[src/hdl/csoc_pkg.sv]
package csoc_pkg;

    localparam int MAX_SPANS  = 256;
    localparam int IDX_W      = $clog2(MAX_SPANS);
    localparam int CNT_W      = $clog2(MAX_SPANS + 1);
    localparam int ADDR_W     = 64;
    localparam int LEN_W      = 32;
    localparam int CFG_IDX_W  = 8;
    localparam int IN_DATA_W  = 128;
    localparam int OUT_DATA_W = 40;

    typedef enum logic [2:0] {
        ST_OK,
        ST_BAD_SIZE,
        ST_OUTSIDE,
        ST_HEADER,
        ST_NAMES,
        ST_OVERLAP,
        ST_FULL,
        ST_FAILED
    } status_t;

    typedef enum logic [CFG_IDX_W-1:0] {
        REG_ARCHIVE_LEN  = 8'd0,
        REG_HEADER_END   = 8'd1,
        REG_NAMES_START  = 8'd2,
        REG_NAMES_END    = 8'd3
    } cfg_reg_t;

    typedef enum logic [1:0] {
        FSM_IDLE,
        FSM_CHECK,
        FSM_SCAN,
        FSM_FINISH
    } fsm_t;

    // half-open span [start, stop)
    typedef struct packed {
        logic [ADDR_W-1:0] start;
        logic [ADDR_W-1:0] stop;
    } span_t;

    // token and accumulated overlap flag moving along the cell row
    typedef struct packed {
        logic tok;
        logic hit;
    } probe_t;

endpackage

[src/hdl/csoc_cell.sv]
module csoc_cell (
    input  logic             clk,
    input  logic             rst_n,
    input  logic             clear,
    input  logic             wr_en,
    input  csoc_pkg::span_t  query,
    input  csoc_pkg::probe_t probe_in,
    output csoc_pkg::probe_t probe_out
);
    import csoc_pkg::*;

    logic   valid_reg;
    logic   valid_next;
    span_t  span_reg;
    probe_t probe_reg;
    probe_t probe_next;
    logic   dup;
    logic   overlap;

    always_comb
    begin
        dup     = (span_reg.start == query.start) && (span_reg.stop == query.stop);
        overlap = valid_reg && !dup
                  && (query.start < span_reg.stop) && (span_reg.start < query.stop);
        probe_next.tok = probe_in.tok;
        probe_next.hit = probe_in.hit | (probe_in.tok & overlap);
        if (clear)
        begin
            valid_next = 1'b0;
        end
        else if (wr_en)
        begin
            valid_next = 1'b1;
        end
        else
        begin
            valid_next = valid_reg;
        end
    end

    always_ff @(posedge clk or negedge rst_n)
    begin
        if (!rst_n)
        begin
            valid_reg <= 1'b0;
            probe_reg <= '0;
        end
        else
        begin
            valid_reg <= valid_next;
            probe_reg <= probe_next;
        end
    end

    always_ff @(posedge clk)
    begin
        if (wr_en)
        begin
            span_reg <= query;
        end
    end

    assign probe_out = probe_reg;

endmodule

[config.mk]
export PLATFORM = sky130hd
export DESIGN_NAME = csoc_cell
export DESIGN_NICKNAME = d
export VERILOG_FILES = /design/src/hdl/csoc_pkg.sv /design/src/hdl/csoc_cell.sv
export SDC_FILE = /design/constraint.sdc
export NUM_CORES = 1
export LEC_CHECK = 0
export ABC_AREA = 1
export BUFFER_PORTS_ARGS = -buffer_cell sky130_fd_sc_hd__clkbuf_2
export CAP_MARGIN = 20
export CORE_ASPECT_RATIO = 0.7
export CORE_UTILIZATION = 54
export DETAILED_ROUTE_END_ITERATION = 8
export GPL_TIMING_DRIVEN = 0
export PLACE_DENSITY = 0.77
export SLEW_MARGIN = 20
export SYNTH_ARGS = -nofsm -noshare
export SYNTH_HDL_FRONTEND = slang
export SYNTH_SLANG_ARGS = --single-unit
[constraint.sdc]
create_clock -name clk -period 2.2 [get_ports clk]
set_clock_uncertainty 0.05 [all_clocks]
set_input_delay 0.11 -clock clk [delete_from_list [all_inputs] [get_ports clk]]
set_output_delay 0.11 -clock clk [all_outputs]
set_load 0.03 [all_outputs]
Word level (Yosys, flattened, before mapping)
Index checks and enable logic that the tools add are counted.
{"block": "classes", "order_cmp": 2, "n_mux": 2, "n_addsub": 0, "bitwise_logic": 2, "multipliers": 0, "n_reduce_logical": 6, "n_shift": 0, "div_mod_pow": 0, "eq_ne": 2}
{"operator": "$eq 64x64->1", "n": 2}
{"operator": "$lt 64x64->1", "n": 2}
{"operator": "$logic_and 1x1->1", "n": 4}
{"operator": "$mux 1", "n": 2}
{"operator": "$reduce_bool 2->1", "n": 1}
{"operator": "$and 1x1->1", "n": 1}
{"operator": "$logic_not 1->1", "n": 1}
{"operator": "$or 1x1->1", "n": 1}
{"block": "totals", "latch_bits": 0, "wordCells": 19, "inputBits": 134, "ram_bits": 0, "output_inout_bits": 2, "mem_bits_ro": 0, "memories": 0, "regBits": 131}

Depth between registers and ports, before layout
{"block": "logic_depth", "ltp_word": 8, "ltp_mapped": 14, "mapped_depth_nobuf": 14}

Worst setup path before layout
No wires, ideal clock.
{"block": "synth_timing", "path_kind": "register to register", "from": "register span_reg[63] in the netlist's numbering", "to": "register probe_reg, in the netlist probe_out[0]", "setup_time_ns": 0.117, "arrival_ns": 1.433, "path_slack_ns": 0.599, "n_path_buf": 0, "period_less_slack_ns": 1.601, "required_ns": 2.033, "path_stages_with_launch": 12, "cell_sequence": "edfxtp_1 > inv_1 > ha_1 > nand2_1 > inv_2 > nand3_2 > nor2_2 > nand3_1 > nor4b_2 > nand2_1 > nand3_1 > nand2_1"}
{"item": "start: declaration", "line": "csoc_cell.sv:14", "source": "span_t span_reg;"}
{"item": "start signal: assignment", "line": "csoc_cell.sv:59", "source": "span_reg <= query;"}
{"item": "end signal: assignment", "line": "csoc_cell.sv:51", "source": "probe_reg <= probe_next;"}
{"item": "end: declaration", "line": "csoc_cell.sv:15", "source": "probe_t probe_reg;"}

==> flow_summary.ini <==
[worst_setup_path]
cp-start-kind = flip-flop
reg2reg_depth = 13
crit_fanout = 3
criticalPathCategory = flip-flop to flip-flop
reg2reg_slack_ps = 240
critPathArrivalTime_ps = 2270
cp-end-kind = flip-flop
rr_startpoint = span_reg[51]
reg2reg_to = probe_out[0]
worstPathRequired_ps = 2510

[routing]
vias_per_cell = 5.04
post_drt_wl_per_cell_um = 14.8
vias = 7623
drc_errors = 0
wl_mm = 22.4
drt-initial-drc-count = 572
ant_nets = 0
firstDrtPassIters = 5

[floorplanning]
coreArea_um2 = 15800
start_util_pct = 56.5
rows = 38
die_y_um = 110
fp.dieW_um = 156
pin_count = 136
die_area_um2 = 17100

[synthesis]
synth.distinct_cells = 27
yosys.area.top_type_share_pct = 42.9
muxShareOfSynthArea_pct = 0
synthAdderAreaFrac_pct = 17.6
ys.flop_type = edfxtp_1
synthXorXnorAreaFrac_pct = 8.81
ys_ff_latch = 131
syn_inst = 992
synth_nets = 1252
ys_seq_area_share_pct = 43.8
synthTopCellsByArea = edfxtp_1, ha_1, nand2_1, xnor2_1, inv_1
synth_async_sr_flop_share_pct = 2.29
synth_edf_count = 128
yosysTopAreaCell = edfxtp_1
syn_avg_cell_area_um2 = 9.02
yosys.area_share.simple_pct = 17.9
synth_compound_area_share_pct = 5.02
synth_top_family_by_area = simple AND/OR/NAND/NOR gates
syn_area_um2 = 8950
yosys_warnings = 0

[global_route]
antenna_found_initial = 0
overflow = 0
grt_max_degree = 71
grt_pass1_vias = 7627
grt_pass1_wl_mm = 35.6
grt_use_total_pct = 27.4

[finish]
final_area_um2 = 11800
largest_reg_flops = 128
final_cell_mix = nand2_1, inv_1, clkbuf_2
final_common_cell = nand2_1
stdcell_count = 1513
drive_gt1_share_pct = 13.8
area_growth_pct = 32.2
fin_nets = 1540
num-fill-cells = 1095
antenna_cells = 0

[cts]
numCtsBuffers = 17
cts_buffer_depth = 2
cts_tree = yes
cts_sinks = 131
clk_latency_ps = 430
post_cts_buffers = 0
cts-root-buf = clkbuf_16
cts_max_level = 4
cts.clk_slew.worst_paths_ps = 60

[worst_hold_path]
min-delay-path-class = primary input to flip-flop
min_from = wr_en
min_to = span_reg[40]
hold_depth = 1

[placed_design]
finalWeightedCongestion = 0.857
port_buffers = 135
placed_area_um2 = 9940
post-dp-hpwl_mm = 15.6
placedCellCount = 1348

[power_and_ir_drop]
p_total_uw = 7360
power.leakage_uw = 0.00563
peakVddDrop_mv = 0.494
p_per_area_nw_per_um2 = 622
p_switching_uw = 2020
p_sw_share_pct = 27.4
p_seq_share_pct = 42.1
power_frac_comb_pct = 20.9
internal-power_uw = 5340
pwr-share-clk_pct = 37.0

[sta]
layout_min_cycle_time_ps = 1960
worstMarginPinSlew_ps = 547
fmax_mhz = 511
setup_viol = 0
drv_slew = 0
hold_viol_final = 0
rsz0062_at_grt = false
slew_headroom_pct = 63.5
period_share_pct = 89.0

[job]
cap_violations = 0

[status]
outcome = finished clean
==> cell usage after synthesis, types with 2 or more instances <==
master	number
nand2_1	276
inv_1	155
edfxtp_1	128
ha_1	126
xnor2_1	90
nor2_1	73
a21oi_1	58
o21ai_0	17
nand3_1	16
nand4_1	16
inv_2	9
o21a_1	5
nor3_1	4
dfrtp_1	3
a211oi_1	2
nand3b_1	2
nor4_1	2
==> worst max-delay path, stage by stage (launching register included) <==
cell	delay, ps
edfxtp_1	400
inv_1	80
ha_1	260
a21oi_1	210
o21ai_0	110
nand2_1	60
nand2_1	50
nand2_1	60
nand3b_1	60
nor2_1	200
nand2_1	100
nor2_1	90
nand3_1	100
nand2_1	70
==> layer usage <==
metal | GRT usage (%) | vias up | part of all wire [%]
li1 | - | 3839 | -
met4 | 9.10 | 0 | 1.9
met1 | 36.2 | 3463 | 46
met2 | 44.9 | 279 | 45
met5 | 0 | - | 0
met3 | 6.03 | 42 | 6.7
==> layout make-up <==
| cell class | instances | area [um2] | share of cell area (%) |
|---|---|---|---|
| clock inverters | 13 | 118 | 0.994 |
| clock buffers | 19 | 433 | 3.66 |
| repair buffers | 269 | 2040 | 17.3 |
| well taps | 220 | 275 | 2.33 |
| flip-flops and latches | 131 | 3920 | 33.1 |
| multi-input cells | 697 | 4430 | 37.4 |
| inverters | 164 | 616 | 5.20 |
==> logic make-up after synthesis <==
logic type,Yosys count
flip-flops,131
buffers and inverters,164
AO/OA/AOI/OAI,85
adder cells (fa/ha/maj),126
AND/OR/NAND/NOR,396
XOR/XNOR,90
==> worst max-delay path by stage <==
stage,startpoint,endpoint,slack [ps]
6_report,span_reg[51],probe_out[0],240
2_1_floorplan,span_reg[63],probe_out[0],600
3_5_place_dp,span_reg[127],probe_out[0],130
3_3_place_gp,wr_en,span_reg[64],-860
4_1_cts,span_reg[127],probe_out[0],130
5_1_grt,span_reg[53],probe_out[0],50
==> power by group through the flow <==
stage          logic, uW  registers (uW)  clock network [uW]
4_1_cts             1510            3100                2740
3_5_place_dp        1310            3150                   0
6_report            1540            3100                2720
2_1_floorplan        828            3120                   0
3_3_place_gp        1240            3150                   0
5_1_grt             1740            3120                2840
==> what timing repair did <==
item / 4_1_cts / 5_1_grt
hold endpoints to repair: 134 / 0
hold buffers: 133 / 0
resized for setup: 0 / 2
endpoints found under the setup margin: 0 / 1
==> through the flow <==
stage / utilization (%) / setup WS (ps) / TNS [ps] / hold slack [ps]
after global routing: 74.7 / 53.6 / 0 / 214
after global placement: 62.5 / -857 / -108980 / -98.5
after floorplan: - / 599 / 0 / -236
after detailed placement: 62.8 / 129 / 0 / -96.8
final: 74.7 / 243 / 0 / 201
after CTS: 74.7 / 125 / 0 / 216
(Power assumes the default switching activity.)
